**src/design/tsr_pkg.sv**
```systemverilog
// ----------------------------------------------------------------------------
// tsr_pkg : shared types and constants for the TCP segment reorder chain
// Payload structs, command codes, controller states and the datapath
// command/status bundles.
// ----------------------------------------------------------------------------
`default_nettype none

package tsr_pkg;

   localparam int PoolDepth = 64;
   localparam int IdxW      = $clog2(PoolDepth);
   localparam int CntW      = $clog2(PoolDepth + 1);

   typedef enum logic [1:0] {
      CMD_ADD   = 2'd0,
      CMD_EMIT  = 2'd1,
      CMD_CLEAR = 2'd2,
      CMD_NONE  = 2'd3
   } cmd_type;

   localparam logic [0:0] REG_FALLBACK = 1'b0;

   typedef struct packed {
      logic [1:0]  cmd;
      logic [31:0] seq_number;
      logic [15:0] tcp_length;
      logic [15:0] captured_length;
   } req_type;

   typedef struct packed {
      logic [5:0]  slot_index;
      logic [31:0] seg_seq;
      logic [15:0] byte_count;
      logic        fallback_used;
      logic        last;
   } rsp_type;

   typedef enum logic [3:0] {
      ST_IDLE,
      ST_SORT_RD,    // read key of element i
      ST_SORT_STEP,  // fetch slot order[j-1] or place
      ST_SORT_PREV,  // read key of the fetched slot
      ST_SORT_CMP,   // compare, then shift or place
      ST_WALK_HEAD,  // load the highest element as chain start
      ST_WALK_RD,    // fetch slot order[i-1]
      ST_WALK_LOAD,  // read fields of the fetched slot
      ST_WALK_EVAL,  // decide keep / skip
      ST_DECIDE,
      ST_OUT_RD,     // fetch slot to emit
      ST_OUT_LOAD,   // read fields of the fetched slot
      ST_OUT_SEND    // hold result until taken
   } state_type;

   // controller -> datapath
   typedef struct packed {
      logic init_sort;    // i=0
      logic rd_key;       // latch key of slot i, j=i
      logic rd_prev;      // fetch slot order[j-1]
      logic ld_prev;      // read key of fetched slot
      logic shift;        // order[j]=order[j-1], j--
      logic place;        // order[j]=i, i++
      logic init_walk;    // start walk, fetch slot order[n-1]
      logic ld_head;      // chain start from fetched slot
      logic rd_walk;      // fetch slot order[i-1]
      logic ld_walk;      // read fields of fetched slot
      logic eval_walk;    // evaluate and advance walk
      logic init_out;
      logic rd_out;
      logic ld_out;
      logic adv_out;
   } dp_cmd_type;

   // datapath -> controller
   typedef struct packed {
      logic pool_empty;
      logic sort_done;    // i == n
      logic j_zero;
      logic less;         // key less than order[j-1]
      logic walk_done;    // i == 0
      logic out_done;     // set when the loaded item is the last
   } dp_sts_type;

endpackage

`default_nettype wire

```
**src/design/tsr_ctrl.sv**
```systemverilog
// ----------------------------------------------------------------------------
// tsr_ctrl : controller for the TCP segment reorder chain
// Sequences the insertion sort, the chain walk and the result emission.
// ----------------------------------------------------------------------------
`default_nettype none

module tsr_ctrl (
   input  wire                 clock,
   input  wire                 reset,
   input  wire                 start_emit,
   input  tsr_pkg::dp_sts_type sts,
   input  wire                 rsp_take,
   output tsr_pkg::dp_cmd_type cmd,
   output logic                busy,
   output logic                rsp_valid
);
   import tsr_pkg::*;

   state_type state_ff, state_in;

   // next state
   always_comb begin
      state_in = state_ff;
      unique case (state_ff)
         ST_IDLE: begin
            if (start_emit && !sts.pool_empty) state_in = ST_SORT_RD;
         end
         ST_SORT_RD: begin
            if (sts.sort_done) state_in = ST_WALK_HEAD;
            else state_in = ST_SORT_STEP;
         end
         ST_SORT_STEP: begin
            if (sts.j_zero) state_in = ST_SORT_RD;
            else state_in = ST_SORT_PREV;
         end
         ST_SORT_PREV: state_in = ST_SORT_CMP;
         ST_SORT_CMP: begin
            if (sts.less) state_in = ST_SORT_STEP;
            else state_in = ST_SORT_RD;
         end
         ST_WALK_HEAD: state_in = ST_WALK_RD;
         ST_WALK_RD: begin
            if (sts.walk_done) state_in = ST_DECIDE;
            else state_in = ST_WALK_LOAD;
         end
         ST_WALK_LOAD: state_in = ST_WALK_EVAL;
         ST_WALK_EVAL: state_in = ST_WALK_RD;
         ST_DECIDE:    state_in = ST_OUT_RD;
         ST_OUT_RD:    state_in = ST_OUT_LOAD;
         ST_OUT_LOAD:  state_in = ST_OUT_SEND;
         ST_OUT_SEND: begin
            if (rsp_take) state_in = sts.out_done ? ST_IDLE : ST_OUT_RD;
         end
         default: state_in = ST_IDLE;
      endcase
   end

   // outputs
   always_comb begin
      cmd       = '0;
      rsp_valid = 1'b0;
      busy      = (state_ff != ST_IDLE);
      unique case (state_ff)
         ST_IDLE: begin
            cmd.init_sort = start_emit;
         end
         ST_SORT_RD: begin
            cmd.rd_key    = !sts.sort_done;
            cmd.init_walk = sts.sort_done;
         end
         ST_SORT_STEP: begin
            // j just set (or shifted); fetch order[j-1] or place
            cmd.rd_prev = !sts.j_zero;
            cmd.place   = sts.j_zero;
         end
         ST_SORT_PREV: cmd.ld_prev = 1'b1;
         ST_SORT_CMP: begin
            cmd.shift = sts.less;
            cmd.place = !sts.less;
         end
         ST_WALK_HEAD: cmd.ld_head = 1'b1;
         ST_WALK_RD: begin
            cmd.rd_walk = !sts.walk_done;
         end
         ST_WALK_LOAD: cmd.ld_walk   = 1'b1;
         ST_WALK_EVAL: cmd.eval_walk = 1'b1;
         ST_DECIDE:    cmd.init_out  = 1'b1;
         ST_OUT_RD:    cmd.rd_out    = 1'b1;
         ST_OUT_LOAD:  cmd.ld_out    = 1'b1;
         ST_OUT_SEND: begin
            rsp_valid   = 1'b1;
            cmd.adv_out = rsp_take;
         end
         default: ;
      endcase
   end

   always_ff @(posedge clock) begin
      if (reset) state_ff <= ST_IDLE;
      else state_ff <= state_in;
   end

`ifndef SYNTHESIS
   a_send_only_in_send: assert property (@(posedge clock) disable iff (reset)
      rsp_valid |-> state_ff == ST_OUT_SEND)
      else $error("result shown outside send state");
   a_hold_until_taken: assert property (@(posedge clock) disable iff (reset)
      (rsp_valid && !rsp_take) |=> rsp_valid)
      else $error("result dropped before transfer");
   a_start_from_idle: assert property (@(posedge clock) disable iff (reset)
      cmd.init_sort |-> !busy)
      else $error("emit started while busy");
`endif

endmodule

`default_nettype wire

```
**config.mk**
```make
export PLATFORM = sky130hd
export DESIGN_NAME = tsr_ctrl
export DESIGN_NICKNAME = d
export VERILOG_FILES = /design/src/design/tsr_pkg.sv /design/src/design/tsr_ctrl.sv
export SDC_FILE = /design/constraint.sdc
export NUM_CORES = 1
export LEC_CHECK = 0
export ABC_AREA = 0
export CAP_MARGIN = 20
export CORE_AREA = 8 8 45 47
export DETAILED_ROUTE_END_ITERATION = 16
export DIE_AREA = 0 0 53 55
export DONT_BUFFER_PORTS = 1
export PLACE_DENSITY = 0.46
export SYNTH_ARGS = -nofsm -noshare
export SYNTH_HDL_FRONTEND = slang
export SYNTH_SLANG_ARGS = --single-unit
```
**constraint.sdc**
```tcl
create_clock -name clock -period 3.98 [get_ports clock]
set_input_delay 0.796 -clock clock [delete_from_list [all_inputs] [get_ports clock]]
set_output_delay 0.796 -clock clock [all_outputs]
set_load 0.03 [all_outputs]
```
# Word-level counts from Yosys, hierarchy flattened
# Cells that the tools add are included.
[totals] register_bits=4 input_bits=10 out_inout_bits=17 wordCells=49
[classes] n_eq_ne=14 mux=24 reduce_logical=10
[op_table] operator="one-hot mux 4 bit (12 select lines)" n=1
[op_table] operator="equality test 4 bit (second input constant)" n=5
[op_table] operator="equality test 4 x 3 -> 1 bit (second input constant)" n=4
[op_table] operator="two-way mux 4 bit" n=4
[op_table] operator="two-way mux 1 bit" n=15
[op_table] operator="equality test 4 x 2 -> 1 bit (second input constant)" n=2
[op_table] operator="logical NOT 1 bit" n=5
[op_table] operator="equality test 4 x 1 -> 1 bit (second input constant)" n=1
[op_table] operator="logical NOT 4 bit" n=1
[op_table] operator="two-way mux 2 bit" n=2
[op_table] operator="!= test 2 bit (second input constant)" n=2
[op_table] operator="nonzero test 4 bit" n=1
[op_table] operator="two-way mux 3 bit" n=1
[op_table] operator="one-hot mux 1 bit (2 select lines)" n=1
[op_table] operator="AND reduction 2 bit" n=1
[op_table] operator="OR reduction 2 bit" n=1
[op_table] operator="logical AND 1 bit" n=1

# Logic depth before layout (Yosys ltp)
# Gate-level depths: netlist of run 1.
[depth] word_depth=4 ltp_mapped=6 depth_no_buf=4

# Least setup slack after synthesis of run 1
# OpenSTA, ideal clock, no wires.
[synth_timing] kind="input to output" from="in sts[4] (netlist name)" to="out cmd[8] (netlist name)" t_arrival_ns=1.802 required_time_ns=3.184 setup_slack_ns=1.382 stages=1 n_path_buf=0 cell_sequence="nor4b_1"
[synth_between] elab_chain_len=1
[synth_lines] element="start: declaration" line_no="tsr_ctrl.sv:11" rtl="input tsr_pkg::dp_sts_type sts,"
[synth_lines] element="two-way mux 1 bit" line_no="tsr_ctrl.sv:63" rtl="unique case (state_ff)"
[synth_lines] element="end: declaration" line_no="tsr_ctrl.sv:13" rtl="output tsr_pkg::dp_cmd_type cmd,"
# No other way between the ends.

==> flow_metrics.py, run 1 <==
metrics = {
    "floorplanning": {
        "initial_core_util": 0.339,
        "io_pins": 27,
        "die_width_microns": 53,
        "dieArea_sq_um": 2920,
        "die_h_microns": 55,
        "fp-row-count": 14,
        "coreArea_sq_um": 1380,
    },
    "clocking": {
        "htreeDepth": 1,
        "cts_inserted_buffers": 3,
        "clock_path_buffers": 2,
        "worstSkewPairLatency_ns": 0.23,
        "path_clk_slew_ns": 0.03,
        "cts_sinks": 4,
        "cts_tree": "yes",
        "holdBufCountCts": 0,
        "cts-root-buf": "clkbuf_4",
        "postCtsSetupBuffers": 0,
        "cts_resized": 0,
    },
    "sta": {
        "final.setup.tns_ns": 0,
        "fmax_ghz": 0.357,
        "tightest_slew_ns": 0.945,
        "period_needed_ns": 2.80,
        "rsz0062_at_grt": "false",
        "setup_viol": 0,
        "finalMaxSlewViolations": 0,
        "hold_viol": 0,
        "skew_ns": 0.00116,
        "relSlewSlack": 0.365,
        "fin_crit_sh": 0.704,
    },
    "finish": {
        "reg_top3": "state_ff: 4 flops",
        "drive_gt1_frac": 0.122,
        "fin_nets": 86,
        "final_cell_mix": "14 x nor2_1, 6 x nand2_1, 5 x nand2b_1, 5 x a21oi_1",
        "final_cells": 90,
        "final_common_cell": "nor2_1",
        "regMostFlops": "state_ff",
        "largest_reg_flops": 4,
        "syn2layout_area_growth_pct": 8.00,
        "antennaDiodeCount": 0,
        "final_util": 0.366,
    },
    "placement": {
        "gp_congestion": 0.732,
        "dpl.hpwl_mm": 1.05,
        "io_buffers": 0,
        "place_inst": 87,
    },
    "worst_setup_path": {
        "crit_path_max_incr_delay_ns": 0.78,
        "cp.required_ns": 3.18,
        "start_kind": "flop",
        "cp.arrival_ns": 2.00,
        "crit_path_max_fanout": 22,
        "cp-end-kind": "output port",
        "worstSetupPathType": "reg -> out",
        "rrSetupSlack_ns": 2.03,
        "path_cells": "nand2b_1 -> nor3_1",
        "crit_slowest_cell": "nor3_1",
    },
    "synth": {
        "synthSimpleGateAreaFrac": 0.419,
        "yosys_warnings": 0,
        "yosys.area_share.adder": 0,
        "synth_compound_area_frac": 0.291,
        "synth_area_sq_um": 469,
        "syn_nets": 83,
        "avgSynthCellArea_sq_um": 6.43,
        "synth_cell_types": 28,
        "synth.mux.area_fraction": 0.0213,
        "synth_top_family_by_area": "simple AND/OR/NAND/NOR gates",
        "ys_seq_area_frac": 0.171,
        "synthCells": 73,
        "synthXorXnorAreaFrac": 0,
        "synth.ff_latch_count": 4,
    },
    "global_routing": {
        "grt_usage": 0.0956,
        "grt_overflow": 0,
        "grt_max_degree": 23,
        "grt_first_pass_wirelength_mm": 2.17,
        "antenna_found_initial": 0,
        "grt_pass1_vias": 486,
    },
    "hold_path": {
        "hold_path_class": "in -> reg",
    },
    "outcome": {
        "status": "finished, final reports clean",
    },
    "route": {
        "detail_route.wl_per_cell_microns": 15.5,
        "via_per_inst": 5.82,
        "initialDrtViolationCount": 15,
        "post-route-drc-count": 0,
        "wirelength_mm": 1.39,
        "dr.pass1.iters": 4,
        "ant_nets": 0,
        "routed-via-count": 524,
    },
    "power_and_ir_drop": {
        "irDropWorstVdd_uv": 93.6,
        "leakage_nw": 0.180,
        "power.density_nw_per_um2": 303,
    },
    "flow_run": {
        "drv_cap": 0,
    },
}
worst max-delay path: cells and delay by family, from the launching register on:
| kind | cells | cell delay (ns) |
|---|---|---|
| AND/OR/NAND/NOR | 2 | 1.04 |
| flip-flops | 1 | 0.74 |
report_power, final:
group	switching, mW	total [mW]	internal, mW
registers	0.0126	0.0556	0.0430
clock network	0.0138	0.0473	0.0335
logic	0.0308	0.0508	0.0200
cell families (layout without fill, tap and decap cells):
family	after synthesis	after routing
buf+inv	9	10
simple gates	39	39
mux	1	1
flops	4	4
compound gates	20	20
metrics by stage:
stage / worst slack, ns / hold slack, ns / power (mW) / instance area, sq um
3_5_place_dp: 1.40 / 0.781 / 0.108 / 484
5_1_grt: 1.03 / 0.624 / 0.165 / 507
4_1_cts: 1.15 / 0.625 / 0.158 / 507
6_report: 1.18 / 0.635 / 0.154 / 507
2_1_floorplan: 1.38 / 0.583 / 0.0998 / 469
3_3_place_gp: 1.40 / 0.794 / 0.108 / 484
final timing paths:
check                                         startpoint                        to  cells past startpoint
worst max-delay path            state_ff[2]$_SDFFE_PP0P_                    cmd[0]                      2
worst min-delay path                               reset  state_ff[3]$_SDFFE_PP0P_                      1
worst max register to register  state_ff[2]$_SDFFE_PP0P_  state_ff[1]$_SDFFE_PP0P_                      4
worst min register to register  state_ff[0]$_SDFFE_PP0P_  state_ff[2]$_SDFFE_PP0P_                      2
synth_stat cells, drive strengths merged:
cell      n  area share
nor3      4       0.043
o21a      1       0.016
inv       3       0.024
a2bb2oi   1       0.019
clkbuf    1      0.0080
mux2i     1       0.021
a21oi     5       0.053
o221ai    1       0.019
a211oi    1       0.016
and3      1       0.013
o21ai     4       0.043
or4       1       0.024
nor4      3       0.040
o22ai     3       0.053
o31ai     1       0.016
a211o     2       0.037
dfxtp     4        0.17
nor2b     3       0.040
nand2     6       0.048
buf       5       0.067
o32ai     1       0.019
nor4b     1       0.019
nand2b    5       0.067
and2      1       0.013
nor2     14        0.11
per-layer routing:
layer	vias to the layer above	GRT usage	routed length, microns
li1	266	-	-
met1	241	0.112	588
met2	17	0.152	668
met3	0	0.0374	135
met4	0	0.0388	0
met5	-	0	0
final cells by class:
type,count,area (sq um)
sequential,4,80.1
fill,174,877
inverter,3,11.3
tap,16,20.0
clock buffer,3,22.5
multi-input combinational,60,343
timing repair buffer,4,30.0
No activity file was read; power rests on OpenSTA's default activity.
==> run 2: changes to the inputs <==
--- a/config.mk
+++ b/config.mk
@@ -11,7 +11,7 @@
 export DETAILED_ROUTE_END_ITERATION = 16
 export DIE_AREA = 0 0 53 55
 export DONT_BUFFER_PORTS = 1
-export PLACE_DENSITY = 0.46
+export PLACE_DENSITY = 0.48
 export SYNTH_ARGS = -nofsm -noshare
 export SYNTH_HDL_FRONTEND = slang
 export SYNTH_SLANG_ARGS = --single-unit
==> constraint.sdc (replaced) <==
create_clock -name clock -period 2.3 [get_ports clock]
set_input_delay 0.46 -clock clock [delete_from_list [all_inputs] [get_ports clock]]
set_output_delay 0.46 -clock clock [all_outputs]
set_load 0.03 [all_outputs]
==> run 2 against run 1 <==
- clock power up 82%
- routed wire length grew 7.5%
- worst hold slack worse by 0.34 ns
- first-iteration DRC count decreased by 60%
- sequential power grew 48%
- via count is 12% higher
- clock skew up 0.0020 ns
- critical path depth grew 1
- final cell count up 14%
- clock-buffer cell count is the same
- critical path type unchanged
- critical endpoint is now cmd[8]
- largest power group is now combinational cells
==> flow_metrics.py, run 2 (synthesis gave the netlist of run 1 again) <==
metrics = {
    "floorplanning": {
        "initial_core_util": 0.339,
        "die_h_microns": 55,
        "die_width_microns": 53,
        "io_pins": 27,
        "dieArea_sq_um": 2920,
        "fp-row-count": 14,
        "coreArea_sq_um": 1380,
    },
    "global_routing": {
        "grt_usage": 0.103,
        "grt_first_pass_wirelength_mm": 2.33,
        "grt_overflow": 0,
        "grt_pass1_vias": 535,
        "grt_max_degree": 17,
        "antenna_found_initial": 0,
    },
    "finish": {
        "largest_reg_flops": 4,
        "syn2layout_area_growth_pct": 28.8,
        "final_util": 0.437,
        "drive_gt1_frac": 0.253,
        "final_common_cell": "buf_4",
        "reg_top3": "state_ff: 4 flops",
        "fin_nets": 99,
        "final_cell_mix": "17 x buf_4, 14 x nor2_1, 6 x nand2_1, 5 x nand2b_1, 5 x a21oi_1",
        "regMostFlops": "state_ff",
        "antennaDiodeCount": 0,
    },
    "hold_path": {
        "min-delay-start": "reset",
        "whs_path_depth": 1,
        "min_to": "state_ff[3]$_SDFFE_PP0P_",
        "hold_path_class": "in -> reg",
    },
    "sta": {
        "rsz0062_at_grt": "false",
        "period_needed_ns": 1.98,
        "skew_ns": 0.00318,
        "fmax_ghz": 0.504,
        "tightest_slew_ns": 0.497,
        "fin_crit_sh": 0.862,
        "final.setup.tns_ns": 0,
        "finalMaxSlewViolations": 0,
        "relSlewSlack": 0.668,
        "hold_viol": 0,
        "setup_viol": 0,
        "setup_ws_ns": 0.317,
    },
    "worst_setup_path": {
        "cp.arrival_ns": 1.52,
        "start_kind": "flop",
        "cp-end-kind": "output port",
        "worstSetupPathType": "reg -> out",
        "worstRegToRegCells": 5,
        "crit_path_max_fanout": 15,
        "r2r-start": "state_ff[2]$_SDFFE_PP0P_",
        "rr_endpoint": "state_ff[1]$_SDFFE_PP0P_",
        "cp.required_ns": 1.84,
        "rrSetupSlack_ns": 0.62,
    },
    "clocking": {
        "cts_sinks": 4,
        "htreeDepth": 1,
        "clock_path_buffers": 2,
        "cts_tree": "yes",
        "cts-root-buf": "clkbuf_4",
        "holdBufCountCts": 0,
        "path_clk_slew_ns": 0.04,
        "postCtsSetupBuffers": 0,
        "cts_resized": 0,
        "cts_inserted_buffers": 3,
        "worstSkewPairLatency_ns": 0.23,
    },
    "route": {
        "top_layer_used": "met3",
        "wirelength_mm": 1.50,
        "routed-via-count": 588,
        "post-route-drc-count": 0,
        "dr.pass1.iters": 4,
        "met1Wirelength_microns": 641,
        "dr_wl_met3_microns": 115,
        "via_per_inst": 5.71,
        "wl_met2_microns": 741,
        "ant_nets": 0,
        "detail_route.wl_per_cell_microns": 14.5,
        "initialDrtViolationCount": 6,
    },
    "placement": {
        "dpl.hpwl_mm": 1.17,
        "io_buffers": 0,
        "pre_cts_slack_ns": 0.581,
        "gp_congestion": 0.799,
    },
    "flow_run": {
        "drv_cap": 0,
    },
    "power_and_ir_drop": {
        "irDropWorstVdd_uv": 298,
        "leakage_nw": 0.251,
        "power.density_nw_per_um2": 463,
    },
    "outcome": {
        "status": "finished, final reports clean",
    },
}
[run 2: cell count changes in the layout (fill, tap and decap cells not counted)]
cell	change
buf_4	+13
[run 2: per-stage QoR]
| stage | power [mW] | instance area (sq um) | std cells | hold WS [ns] |
|---|---|---|---|---|
| floorplan | 0.173 | 469 | 73 | 0.532 |
| global placement | 0.195 | 582 | 100 | 0.534 |
| detailed placement | 0.195 | 582 | 100 | 0.535 |
| CTS | 0.285 | 604 | 103 | 0.283 |
| global route | 0.300 | 604 | 103 | 0.285 |
| finish | 0.280 | 604 | 103 | 0.292 |
[run 2: final cells by class]
cell class                      count  area, sq um
Sequential cell                     4         80.1
Timing Repair Buffer               17          128
Inverter                            3         11.3
Clock buffer                        3         22.5
Fill cell                         179          779
Tap cell                           16         20.0
Multi-Input combinational cell     60          343
[run 2: worst max-delay path by stage]
| stage | endpoint | from | slack, ns | cells after the start |
|---|---|---|---|---|
| final | cmd[8] | state_ff[3]$_SDFFE_PP0P_ | 0.32 | 3 |
| after global routing | cmd[0] | state_ff[3]$_SDFFE_PP0P_ | 0.21 | 3 |
| after CTS | cmd[9] | state_ff[2]$_SDFFE_PP0P_ | 0.31 | 3 |
| after detailed placement | cmd[8] | state_ff[3]$_SDFFE_PP0P_ | 0.58 | 3 |
| after global placement | cmd[9] | state_ff[2]$_SDFFE_PP0P_ | 0.58 | 3 |
| after floorplan | cmd[8] | state_ff[1]$_SDFFE_PP0P_ | 0.15 | 3 |
[run 2: power by group]
part / switching (mW) / total [mW] / internal [mW]
Combinational: 0.0695 / 0.111 / 0.0417
Clock: 0.0278 / 0.0861 / 0.0583
Sequential: 0.00794 / 0.0824 / 0.0744
Total: 0.105 / 0.280 / 0.174
[run 2: per-layer routing]
metal	vias to the layer above	global-route usage
met2	19	0.180
met1	276	0.115
met3	0	0.0455
met5	-	0
met4	0	0.0129
li1	293	-
[run 2: worst max-delay path: stages (launching register included)]
cell      delay, ns
dfxtp_1        0.45
nand2b_1       0.30
nor4b_1        0.32
buf_4          0.22
